`src/rtl/swmed_pkg.sv`:
```
`timescale 1ns / 1ps
// ----------------------------------------------------------------------------
// swmed_pkg: shared types and constants of the sliding window median filter
// Sample and result types, cell control bundle, sequencer states.
// ----------------------------------------------------------------------------
package swmed_pkg;

    localparam int MAX_WINDOW_DEF = 64;
    localparam int SAMPLE_W       = 32;
    localparam int OUT_W          = 33;
    localparam int LEN_W          = 7;

    localparam logic [LEN_W-1:0] WLEN_RESET = 7'd3;

    typedef logic signed [SAMPLE_W-1:0] sample_t;
    typedef logic signed [OUT_W-1:0]    median_t;

    typedef enum logic [1:0] {
        CELL_HOLD,
        CELL_INSERT,
        CELL_DROP
    } cell_op_t;

    // Broadcast from the sequencer to every cell of the sorted chain
    typedef struct packed {
        cell_op_t op;
        sample_t  sample;
        sample_t  victim;
    } cell_ctrl_t;

    typedef enum logic [2:0] {
        ST_IDLE,
        ST_CHECK,
        ST_DROP,
        ST_SELECT,
        ST_SUM
    } seq_state_t;

endpackage

```
`src/rtl/swmed_ring.sv`:
```
`timescale 1ns / 1ps
// ----------------------------------------------------------------------------
// swmed_ring: arrival-order sample ring
// Single write port, single read port with registered read data.
// ----------------------------------------------------------------------------
module swmed_ring #(
    parameter int DEPTH = 64,
    parameter int AW    = 6
) (
    input  logic               aclk,
    input  logic               wr_en,
    input  logic [AW-1:0]      wr_addr,
    input  swmed_pkg::sample_t wr_data,
    input  logic               rd_en,
    input  logic [AW-1:0]      rd_addr,
    output swmed_pkg::sample_t rd_data
);
    import swmed_pkg::*;

    sample_t ring_mem [DEPTH];
    sample_t rd_data_reg;

    // Write the newest sample, read the oldest
    always_ff @(posedge aclk) begin
        if (wr_en) begin
            ring_mem[wr_addr] <= wr_data;
        end
        if (rd_en) begin
            rd_data_reg <= ring_mem[rd_addr];
        end
    end

    assign rd_data = rd_data_reg;

endmodule

```
`config.mk`:
```
export PLATFORM = sky130hd
export DESIGN_NAME = swmed_ring
export DESIGN_NICKNAME = d
export VERILOG_FILES = /design/src/rtl/swmed_pkg.sv /design/src/rtl/swmed_ring.sv
export SDC_FILE = /design/constraint.sdc
export NUM_CORES = 2
export LEC_CHECK = 0
export BUFFER_PORTS_ARGS = -buffer_cell sky130_fd_sc_hd__buf_2
export CORE_UTILIZATION = 56
export DETAILED_ROUTE_END_ITERATION = 6
export PLACE_DENSITY = 0.75
export RECOVER_POWER = 100
export SYNTH_ARGS = -nofsm -noshare
export SYNTH_HDL_FRONTEND = slang
export SYNTH_SLANG_ARGS = --single-unit
```
`constraint.sdc`:
```
create_clock -name aclk -period 3.3 [get_ports aclk]
set_input_delay 0.165 -clock aclk [delete_from_list [all_inputs] [get_ports aclk]]
set_output_delay 0.165 -clock aclk [all_outputs]
set_load 0.02 [all_outputs]
```
# After elaboration in Yosys (flattened, before gate mapping)
# Memory sizes are Yosys's and may differ from the RTL's. A register that Yosys moved wholly into a read port is not among the register bits.
# Cells that the tools add are included.
dict set report op_classes {
  mux 2
}
# op n
set ops {}
lappend ops {{1-bit 2-to-1 mux} 2}
dict set report word_totals {
  ramBits 2048
  word_cells 3
  output_inout_bits 32
  regBits 0
  in_bits 47
  mem_count 1
}
# memory depth word_bits read_ports rd_ports_with_merged_regs wr line
set memory_table {}
lappend memory_table {ring_mem 64 32 1 1 1 swmed_ring.sv:20} ;# sample_t ring_mem [DEPTH];

# Depth between registers and ports, before layout
dict set report depth {
  word_depth 2
  depth_mapped 10
  depth_no_buf 5
}

# Worst setup path before layout
# OpenSTA, ideal clock, no wires.
dict set report synth_path {
  path_type {input -> register}
  start {input port wr_addr[3]}
  end {memory ring_mem[48][0] (netlist name) (enable)}
  t_required_ns 2.839
  path_slack_ns -0.025
  path_stages 4
  setup_ns 0.461
  t_arrival_ns 2.864
  path_buffers 1
  path_cell_list {clkbuf_1 nor2b_1 nand4b_1 nor3_1}
}
# element line
set synth_lines {}
lappend synth_lines {{start: declaration} swmed_ring.sv:12} ;# input logic [AW-1:0] wr_addr,
lappend synth_lines {{end: declaration} swmed_ring.sv:20}
# Straight into the memory's write port.

# Final worst setup path
dict set report layout_path {
  start {input port wr_data[21]}
  end {memory ring_mem[45][21] (netlist name), data pin}
}
# element line
set layout_lines {}
lappend layout_lines {{start: declaration} swmed_ring.sv:13} ;# input swmed_pkg::sample_t wr_data,
# Straight into the memory's write port.

==> metrics <==
status=finished, violations left; failing checks=design-rule violations, max-capacitance violations, max-slew violations; syn avg cell area=~24 um2; clock slew seen by the registers of the worst setup and hold paths=about 60 ps; Power Density=605 mW/mm2; CP Max Fanout=42; total nets after synthesis=3,371; type of origin of the critical path=primary input; clk_skew=between 40 and 50 ps; worst r2r src=ring_mem[60][26]; vias in the first global route=approximately 38,000; WHS Path Cells=3; worst r2r dst=rd_data[26]; sequential element share of the synthesized area=79.2%; vias=roughly 39,000; CTS Buffer Depth=3; Synth Warn #=0; P&R area growth vs syn=13.0%; Worst Hold Path EP=ring_mem[53][8]; PostCTS Resize Cnt=0; Final Hold Viols=0; CTS Buf Count=roughly 200; Syn Inst Count=roughly 3,300; crit end category=flop; initial drt markers=around 5,700; CTS tree=built; Placeable Area=~0.14 mm2; Pleak=between 20 and 30 nW; detailed placer's ending HPWL=roughly 110 mm; Die Height=approximately 380 um; grt total ovfl=0; max capacitance violation total=37; # setup viols final=0; layout cells sized above 1=around 28%; Cell variety after synth=33; gp weighted congestion=approximately 0.84; largest net degree at the start of global routing=65; nets=~3,700; max FFs per register=2,048; die width=377 um; Hold Crit Class=primary input to flop; Top Ports=approximately 80; Via-to-Cell Ratio=6.80; first-pass GRT wire length=283 mm; clock root buffer=clkbuf_16; final hold slack=about 170 ps; Max IR drop VDD=0.499 mV; crit share post-route=between 90% and 100%; RSZ-0062 raised after global routing=false; Mapped Area=roughly 0.08 mm2; Port Buffers=78; H-tree Lvls=4; setup TNS=0 ps; worst r2r path cells=4; flops & latches, synth=2,080; Die ar.=0.142 mm2; Fillers=8,770; fin. max-slew vios=approximately 1,900; Worst-Skew Late Latency=840 ps; clock sink count=2,080; gr usage total=approximately 29%; Initial Util=approximately 57%; Hold Crit Start=wr_addr[0]; relative slew slack=-105%; num rows=137; Worst EP arrival=~3500 ps; Avg WL per Cell=about 36 um; Max Fclk=around 330 MHz; asr flop ratio synth=0%; Critical Path RT=about 3700 ps; DRT Pass-1 Iters=7; Antenna Nets Post-Route=0; drt total wl=202 mm; Slew @ Worst Pin=3070 ps; critical path type=primary input to flop; Post-CTS Setup Repair Bufs=0; Post-synth top flop=edfxtp_1; Post-synth EDFFs=2,080; R2R setup slack=a little over 900 ps; crit path time final=between 3000 and 4000 ps; initial antenna violation count=14; # DRC=2
-- placed cells by master, fill, tap and decap left out, types with 4 or more instances in the layout --
master,instances
nor2b_1,15
buf_2,7
clkinv_16,6
mux4_2,544
clkinv_8,4
nand2_1,26
mux2i_1,93
nor2_4,39
clkbuf_2,49
edfxtp_1,2080
clkbuf_16,196
clkbuf_1,151
nand3b_1,5
dlygate4sd3_1,12
buf_4,95
a22oi_1,12
buf_12,36
nor2_1,95
clkinvlp_4,7
o221ai_1,27
bufinv_16,11
nor3_1,6
clkinv_1,46
a41o_1,4
a21oi_1,62
and3_1,4
nand2b_1,7
clkinv_2,36
nand3_1,5
o22ai_1,84
a311oi_1,8
o32ai_1,4
-- cell usage after synthesis, types with 2 or more instances --
cell      number  share of area (%)
o32ai_1        4              0.044
buf_4         25               0.24
nor2b_1       15               0.12
mux2i_1       93                1.2
or3_1          3              0.024
a22oi_1       12               0.11
nor3_1         7              0.044
or3b_1         2              0.022
and2_1         2              0.016
edfxtp_1    2080                 79
nand3b_1       5              0.048
clkbuf_1      74               0.35
a21oi_1       62               0.39
nand2b_1       8              0.063
mux4_2       544                 16
o22ai_1       84               0.67
o221ai_1      27               0.30
nand3_1        5              0.032
a311oi_1       8              0.089
nor2_1       137               0.65
or3b_2         3              0.033
buf_6          5              0.071
a41o_1         4              0.051
buf_2         57               0.36
and3_1         4              0.032
buf_1         21               0.10
nand2_1       26               0.12
nand4_1        2              0.016
-- stage by stage --
| step | setup slack [ps] | instance area [um2] | power, mW | cells | utilization, % |
|---|---|---|---|---|---|
| 5_1_grt | 332 | 89000 | 55.1 | 5685 | 63.8 |
| 6_report | 242 | 89100 | 53.9 | 5687 | 63.8 |
| 3_3_place_gp | 205 | 83500 | 32.7 | 5316 | 59.8 |
| 2_1_floorplan | 483 | 78800 | 31.4 | 3324 | - |
| 4_1_cts | 899 | 89800 | 54.1 | 5685 | 64.3 |
| 3_5_place_dp | 178 | 83500 | 32.7 | 5316 | 59.8 |
-- worst max-delay path, stage by stage --
cell and delay [ps]:
dlygate4sd3_1 590, clkbuf_1 1530, clkbuf_1 1150
-- layout make-up --
type                       instances  area (um2)  area share [%]
sequential                      2080       62500            70.1
multi-input combinational       1062       15800            17.7
clock buffer                     241        5070            5.70
tap                             1876        2350            2.64
timing repair buffer             310        2300            2.58
clock inverter                   116        1070            1.20
antenna                            2        5.00         0.00562
-- cell families (layout without fill, tap and decap cells) --
group / after synthesis / count (layout) / synth area share, %
flip-flops: 2080 / 2080 / 79.2
multiplexers: 637 / 637 / 16.7
AND/OR/NAND/NOR: 223 / 223 / 1.26
AO/OA/AOI/OAI: 202 / 202 / 1.67
buffers and inverters: 182 / 667 / 1.12
other: 0 / 2 / 0
-- report_power, final --
part | total [mW] | switching [mW] | internal (mW)
Sequential | 29.5 | 0.105 | 29.4
Combinational | 2.76 | 1.74 | 1.02
Clock | 21.7 | 9.81 | 11.9
Total | 53.9 | 11.7 | 42.2
-- repair_timing --
item / CTS / global route
hold endpoints to repair: 287 / 0
endpoints found under the setup margin: 0 / 0
hold buffers: 12 / 0
-- routing by layer --
layer,track usage (%),vias to the layer above,share of wire [%]
met2,45.3,2829,48
met1,39.5,20500,36
met4,10.6,18,4.0
li1,-,14900,-
met3,7.31,428,12
met5,0,-,0.053
-- worst max path at each step --
stage / from / endpoint / slack (ps) / cells past startpoint
6_report: wr_data[21] / ring_mem[45][21] / 240 / 3
5_1_grt: wr_addr[2] / ring_mem[29][19] / 330 / 6
4_1_cts: wr_addr[2] / ring_mem[37][18] / 900 / 6
3_5_place_dp: rd_addr[0] / rd_data[21] / 180 / 7
3_3_place_gp: rd_addr[0] / rd_data[21] / 200 / 7
2_1_floorplan: wr_addr[5] / ring_mem[39][0] / 480 / 4
Power figures use the tool's default switching activity.
