`src/rtl/swmed_pkg.sv`:
```
`timescale 1ns / 1ps
// ----------------------------------------------------------------------------
// swmed_pkg: shared types and constants of the sliding window median filter
// Sample and result types, cell control bundle, sequencer states.
// ----------------------------------------------------------------------------
package swmed_pkg;

    localparam int MAX_WINDOW_DEF = 64;
    localparam int SAMPLE_W       = 32;
    localparam int OUT_W          = 33;
    localparam int LEN_W          = 7;

    localparam logic [LEN_W-1:0] WLEN_RESET = 7'd3;

    typedef logic signed [SAMPLE_W-1:0] sample_t;
    typedef logic signed [OUT_W-1:0]    median_t;

    typedef enum logic [1:0] {
        CELL_HOLD,
        CELL_INSERT,
        CELL_DROP
    } cell_op_t;

    // Broadcast from the sequencer to every cell of the sorted chain
    typedef struct packed {
        cell_op_t op;
        sample_t  sample;
        sample_t  victim;
    } cell_ctrl_t;

    typedef enum logic [2:0] {
        ST_IDLE,
        ST_CHECK,
        ST_DROP,
        ST_SELECT,
        ST_SUM
    } seq_state_t;

endpackage

```
`src/rtl/swmed_cell.sv`:
```
`timescale 1ns / 1ps
// ----------------------------------------------------------------------------
// swmed_cell: one slot of the sorted chain
// Holds one sorted entry; on insert it keeps, takes the new sample or takes
// its left neighbor; on drop it keeps or takes its right neighbor.
// ----------------------------------------------------------------------------
module swmed_cell #(
    parameter int IDX = 0,
    parameter int CW  = 7
) (
    input  logic                 aclk,
    input  swmed_pkg::cell_ctrl_t ctrl,
    input  logic [CW-1:0]        fill,
    input  swmed_pkg::sample_t   left_val,
    input  logic                 left_gt,
    input  swmed_pkg::sample_t   right_val,
    output swmed_pkg::sample_t   val,
    output logic                 gt
);
    import swmed_pkg::*;

    sample_t val_reg;
    sample_t val_next;
    logic    occupied;
    logic    ge_victim;

    // Empty slots act as larger than any sample
    assign occupied  = CW'(IDX) < fill;
    assign gt        = !occupied || (val_reg > ctrl.sample);
    assign ge_victim = val_reg >= ctrl.victim;
    assign val       = val_reg;

    // Shift right of the insert point, shift left from the removed entry on
    always_comb begin
        val_next = val_reg;
        unique case (ctrl.op)
            CELL_INSERT: begin
                if (gt) begin
                    val_next = left_gt ? left_val : ctrl.sample;
                end
            end
            CELL_DROP: begin
                if (ge_victim) begin
                    val_next = right_val;
                end
            end
            default: begin
                val_next = val_reg;
            end
        endcase
    end

    always_ff @(posedge aclk) begin
        val_reg <= val_next;
    end

endmodule

```
`config.mk`:
```
export PLATFORM = sky130hd
export DESIGN_NAME = swmed_cell
export DESIGN_NICKNAME = d
export VERILOG_FILES = /design/src/rtl/swmed_pkg.sv /design/src/rtl/swmed_cell.sv
export SDC_FILE = /design/constraint.sdc
export NUM_CORES = 1
export LEC_CHECK = 0
export BUFFER_PORTS_ARGS = -buffer_cell sky130_fd_sc_hd__buf_2
export CORE_ASPECT_RATIO = 1.25
export CORE_UTILIZATION = 50
export DETAILED_ROUTE_END_ITERATION = 6
export PLACE_DENSITY = 0.85
export SLEW_MARGIN = 20
export SYNTH_ARGS = -nofsm -noshare
export SYNTH_HDL_FRONTEND = slang
export SYNTH_SLANG_ARGS = --single-unit
```
`constraint.sdc`:
```
create_clock -name aclk -period 5.9 [get_ports aclk]
set_input_delay 1.18 -clock aclk [delete_from_list [all_inputs] [get_ports aclk]]
set_output_delay 1.18 -clock aclk [all_outputs]
set_load 0.01 [all_outputs]
```
# Word level (Yosys, flattened, before mapping)
# Cells that the tools add are included.
dict set report totals {
  in_bits 139
  register_bits 32
  output_inout_bits 33
}
dict set report classes {
  magnitude_cmp 3
  mux 4
  eq_ne 4
  n_reduce_logical 4
}
# cell count
set op_table {}
lappend op_table {{32-bit two-way mux} 3}
lappend op_table {{32-bit case mux with 2 select lines} 1}
lappend op_table {{32-bit greater-or-equal comparator} 1}
lappend op_table {{32-bit > comparator} 1}
lappend op_table {{1-bit by 7-bit less-than comparator with 1-bit output (first input constant)} 1}
lappend op_table {{2-bit != test (second input constant)} 2}
lappend op_table {{3-bit AND reduction} 1}
lappend op_table {{2-bit by 1-bit == test with 1-bit output (second input constant)} 1}
lappend op_table {{2-bit == test (second input constant)} 1}
lappend op_table {{2-bit nonzero test} 1}
lappend op_table {{1-bit logical NOT} 1}
lappend op_table {{1-bit logical OR} 1}

# Depth between registers and ports, before layout
dict set report depth {
  depth_word 5
  ltp_mapped 8
}

# Least setup slack after synthesis
# OpenSTA, ideal clock, no wires.
dict set report synth_timing {
  kind {in2reg}
  startpoint {in ctrl[1] (netlist bit)}
  endpoint {reg val_reg[0], in the netlist val[0], enable pin}
  setup_slack_ns 1.583
  setup_ns 0.431
  arrival_ns 3.886
  stages 8
  path_cell_list {inv_1 -> ha_1 -> nor2b_1 -> o211ai_1 -> a2111oi_0 -> o32ai_1 -> mux2i_1 -> o211ai_1}
}
dict set report synth_between {
  elab_chain_cells 3
}
# element line
set synth_rtl {}
lappend synth_rtl {{from (decl)} swmed_cell.sv:12} ;# input swmed_pkg::cell_ctrl_t ctrl,
lappend synth_rtl {{32-bit greater-or-equal comparator} swmed_cell.sv:30} ;# assign ge_victim = val_reg >= ctrl.victim;
lappend synth_rtl {{2-bit != test (no source line)} -}
lappend synth_rtl {{3-bit AND reduction (no source line)} -}
lappend synth_rtl {{to (signal assigned)} swmed_cell.sv:54} ;# val_reg <= val_next;
lappend synth_rtl {{to (decl)} swmed_cell.sv:22} ;# sample_t val_reg;
# No other way between the ends.
# A chain may end at the register's enable or synchronous reset.

# Worst setup path in the final report
dict set report layout_timing {
  startpoint {in ctrl[46] (netlist bit)}
  endpoint {out gt}
}
dict set report layout_between {
  elab_chain_cells 2
}
# element line
set layout_rtl {}
lappend layout_rtl {{32-bit > comparator} swmed_cell.sv:29} ;# assign gt = !occupied || (val_reg > ctrl.sample);
lappend layout_rtl {{1-bit logical OR} swmed_cell.sv:29}
lappend layout_rtl {{to (decl)} swmed_cell.sv:18} ;# output logic gt
# No other way between the ends.

==> results <==
- In this run the tightest slew margin relative to its limit is 0.357.
- The cell sitting at the root of the clock tree is a sky130_fd_sc_hd__clkbuf_8.
- The initial utilization of the core area, before any placement, comes to 0.527.
- The die is slightly above 90 um tall.
- At the worst endpoint, the arrival time is 3.01 ns.
- After synthesis, the cell types taking the most area are sky130_fd_sc_hd__edfxtp_1 29%, sky130_fd_sc_hd__ha_1 24%, sky130_fd_sc_hd__mux2i_1 10%.
- The clock-pin slew on the worst setup and hold paths is 0.07 ns.
- The total count of hold-check failures in the final report is 0.
- The synthesized netlist cell count is 380.
- CTS saw 32 sinks.
- The count of buffers inserted at the top-level ports is 171.
- The total of cells resized after clock tree synthesis is 0.
- The average detailed-routed wire length per instance is 13.8 um.
- The total setup violations reported at the end of the flow is 0.
- Relative to the synthesized area, the layout overhead comes to 31.6%.
- The minimum clock period is 4.19 ns.
- The Yosys step of the flow raised 0 warnings.
- The area fraction of the dominant cell type after synthesis is 0.290.
- The number of antenna violations at the first check in global routing came to 0.
- The H-tree was split into 2 levels.
- The portion of the clock cycle consumed by the worst path in the final layout is 0.711.
- The layout has approximately 530 filler cells.
- The die covers slightly below 7000 um2.
- After synthesis the netlist holds a flip-flop and latch count of 32.
- The clock tree from TritonCTS is yes.
- Summed over all layers, the routed wires come to just under 9 mm.
- The highest achievable clock rate is 0.238 GHz.
- After the first detailed-routing iteration, the DRC count stood at 66.
- Clock latency on the worst-skew pair, taken at its later pin, is 0.28 ns.
- The max-slew violation count was 0.
- In this run the count of I/O pins placed on the die edge is 172.
- The placeable core region is 6290 um2.
- The largest total area in the synthesized netlist belongs to sky130_fd_sc_hd__edfxtp_1.
- The cell depth of the worst flop-to-flop path is 7.
- Using the TritonRoute via totals, the vias-per-cell ratio works out to 5.24.
- The first global-routing pass estimated 13.7 mm of wire.
- The congestion estimate from routability-driven global placement came to 0.801.
- The initialized floorplan defines 32 standard-cell rows.
- The number of nets in the layout is 752.
- After detailed routing, the number of remaining DRC violations is 0.
- The width of the chip is around 75 um.
- The overall routing resource usage is 0.256.
- The via count of the first global-routing pass is about 3300.
- In the final layout, the share of cells above drive strength 1 is 0.331.
- Once the clock tree was built, the setup fixing pass inserted 0 buffers.
- Entering global routing, the biggest net connects 65 pins.
- The class of the tightest hold or removal check is primary input to flip-flop.
- The synthesized netlist contains 32 unique library cells.
- The number of flip-flops under the largest register name is 32.
- The clock tree buffer depth is 2.
- The endpoint class of the critical path is an output port.
- The count of nets left with antenna violations once routing finished came out at 0.
- The data required time at the worst endpoint is 4.72 ns.
- Once layout is complete, the utilization of the core stands at 0.693.
- Counting the buffers created by CTS gives 5.
- The power per standard cell area is between 150 and 200 nW/um2.
- The sequential share of the synthesized area is 0.290.
- The area of the multi-input gates is 2070 um2.
- The first TritonRoute pass finished after 4 iterations.
- The HPWL after detailed placement is 7.33 mm.
- After synthesis, the mean cell area works out to 8.71 um2.
- Buffers inserted to repair hold after CTS numbered 0.
- The depth of the worst hold-timing path is 3.
- The maximum ir drop on the vdd rail is 123 uV.
- The netlist area before placement is about 3300 um2.
- Across the whole layout, storage elements account for 961 um2.
- The critical path in this run is classified as primary input to output port.
- Setup repair after global routing left no endpoint under its margin.
- The flow ran to the end, and the final reports show no timing, DRC or antenna violations.
- The worst setup path is launched from a primary input.
- The measured slew at the worst slew-check pin is 0.965 ns.
- The repair_antennas step left the layout with diodes totalling 0.
- Summed over all cells, the static leakage comes to between 2 and 2.5 nW.
- The leftover overflow at the end of global routing is 0.
- The final route contains approximately 3300 vias.
- Of all nets on the critical path, the largest fanout is 3.
- Between clock sinks in the finished design, the worst skew comes to 0.00440 ns.
- The final setup TNS is 0 ns.
- When the netlist entered floorplanning its net count stood at 583.
- Across the run, the number of max-cap violations was 0.
==> cells in the final DEF, fill, tap and decap left out, types with 3 or more instances in the layout <==
cell type | Yosys | layout
sky130_fd_sc_hd__a21oi_1 | 29 | 29
sky130_fd_sc_hd__and4_1 | 5 | 5
sky130_fd_sc_hd__buf_2 | 3 | 171
sky130_fd_sc_hd__nand2_1 | 46 | 46
sky130_fd_sc_hd__clkbuf_8 | 0 | 5
sky130_fd_sc_hd__nor2b_1 | 5 | 4
sky130_fd_sc_hd__nand3_1 | 5 | 5
sky130_fd_sc_hd__nand4_1 | 12 | 12
sky130_fd_sc_hd__inv_1 | 64 | 64
sky130_fd_sc_hd__o21ai_0 | 39 | 39
sky130_fd_sc_hd__edfxtp_1 | 32 | 32
sky130_fd_sc_hd__ha_1 | 64 | 64
sky130_fd_sc_hd__mux2i_1 | 33 | 33
sky130_fd_sc_hd__nor2_1 | 4 | 4
sky130_fd_sc_hd__o211ai_1 | 5 | 5
sky130_fd_sc_hd__o21a_1 | 3 | 3
sky130_fd_sc_hd__nor4_1 | 3 | 3
==> metal layers <==
layer	global-route usage	part of all wire
met2	0.502	0.54
met5	0	0
met4	0.0896	0.024
met1	0.261	0.38
met3	0.0399	0.049
==> kinds of logic after synthesis <==
kind of cell    count (synthesis)  share of synthesized area
simple gates                   88                      0.133
flops                          32                      0.290
compound gates                 88                      0.149
buf+inv                        75                     0.0862
mux                            33                     0.0998
fa+ha+maj                      64                      0.242
==> where the power goes <==
group	total, mW	switching (mW)	internal, mW
logic	0.306	0.166	0.140
registers	0.313	0.0233	0.290
clock network	0.208	0.0854	0.123
==> synth_stat cells <==
cell type,n
sky130_fd_sc_hd__and4_1,5
sky130_fd_sc_hd__nor4_1,3
sky130_fd_sc_hd__or4_1,1
sky130_fd_sc_hd__o21ai_1,2
sky130_fd_sc_hd__nand4_2,1
sky130_fd_sc_hd__nand3_1,5
sky130_fd_sc_hd__o2111ai_1,1
sky130_fd_sc_hd__o21ai_0,39
sky130_fd_sc_hd__buf_2,3
sky130_fd_sc_hd__nor2b_1,5
sky130_fd_sc_hd__o32ai_1,1
sky130_fd_sc_hd__a2bb2oi_1,1
sky130_fd_sc_hd__o21a_1,3
sky130_fd_sc_hd__edfxtp_1,32
sky130_fd_sc_hd__nand2b_1,1
sky130_fd_sc_hd__nand2_2,1
sky130_fd_sc_hd__nand4_1,12
sky130_fd_sc_hd__clkbuf_1,8
sky130_fd_sc_hd__a21oi_1,29
sky130_fd_sc_hd__nor2_1,4
sky130_fd_sc_hd__a2111oi_0,2
sky130_fd_sc_hd__nand2_1,46
sky130_fd_sc_hd__o2bb2ai_1,1
sky130_fd_sc_hd__or4b_1,1
sky130_fd_sc_hd__ha_1,64
sky130_fd_sc_hd__or3_1,1
sky130_fd_sc_hd__inv_1,64
sky130_fd_sc_hd__mux2i_1,33
sky130_fd_sc_hd__nor3_1,2
sky130_fd_sc_hd__o211ai_1,5
sky130_fd_sc_hd__a21o_1,2
sky130_fd_sc_hd__a211oi_1,2
==> stage by stage <==
stage          std cells  power [mW]  worst slack, ns  hold WS, ns  instance area [um2]
5_1_grt              635       0.887             1.60         1.17                 4360
4_1_cts              635       0.837             1.68         1.17                 4360
3_3_place_gp         627       0.610             1.68         1.45                 4250
6_report             635       0.828             1.71         1.17                 4360
2_1_floorplan        380       0.495             1.58         1.37                 3310
3_5_place_dp         627       0.626             1.69         1.44                 4250
==> final cells by class <==
| class | count | share of cell area |
|---|---|---|
| multi-input cells | 273 | 0.476 |
| flip-flops and latches | 32 | 0.221 |
| repair buffers | 173 | 0.200 |
| inverters | 64 | 0.0551 |
| well taps | 85 | 0.0244 |
| clock buffers | 5 | 0.0158 |
| clock inverters | 3 | 0.00862 |
==> worst max-delay path, stage by stage <==
cell and delay [ns]:
sky130_fd_sc_hd__buf_2 0.10, sky130_fd_sc_hd__inv_1 0.05, sky130_fd_sc_hd__ha_1 0.32, sky130_fd_sc_hd__nand4_1 0.19, sky130_fd_sc_hd__or3_1 0.16, sky130_fd_sc_hd__a21oi_1 0.05
sky130_fd_sc_hd__or4b_1 0.53, sky130_fd_sc_hd__o211ai_1 0.23, sky130_fd_sc_hd__nand2_1 0.07, sky130_fd_sc_hd__buf_2 0.14
==> final timing paths <==
path	slack (ns)	end	startpoint
max reg2reg	3.15	val[24]	val[31]
max	1.71	gt	ctrl[46]
min	1.17	val[2]	right_val[2]
min reg2reg	1.44	val[18]	val[31]
No activity file was read; power rests on OpenSTA's default activity.
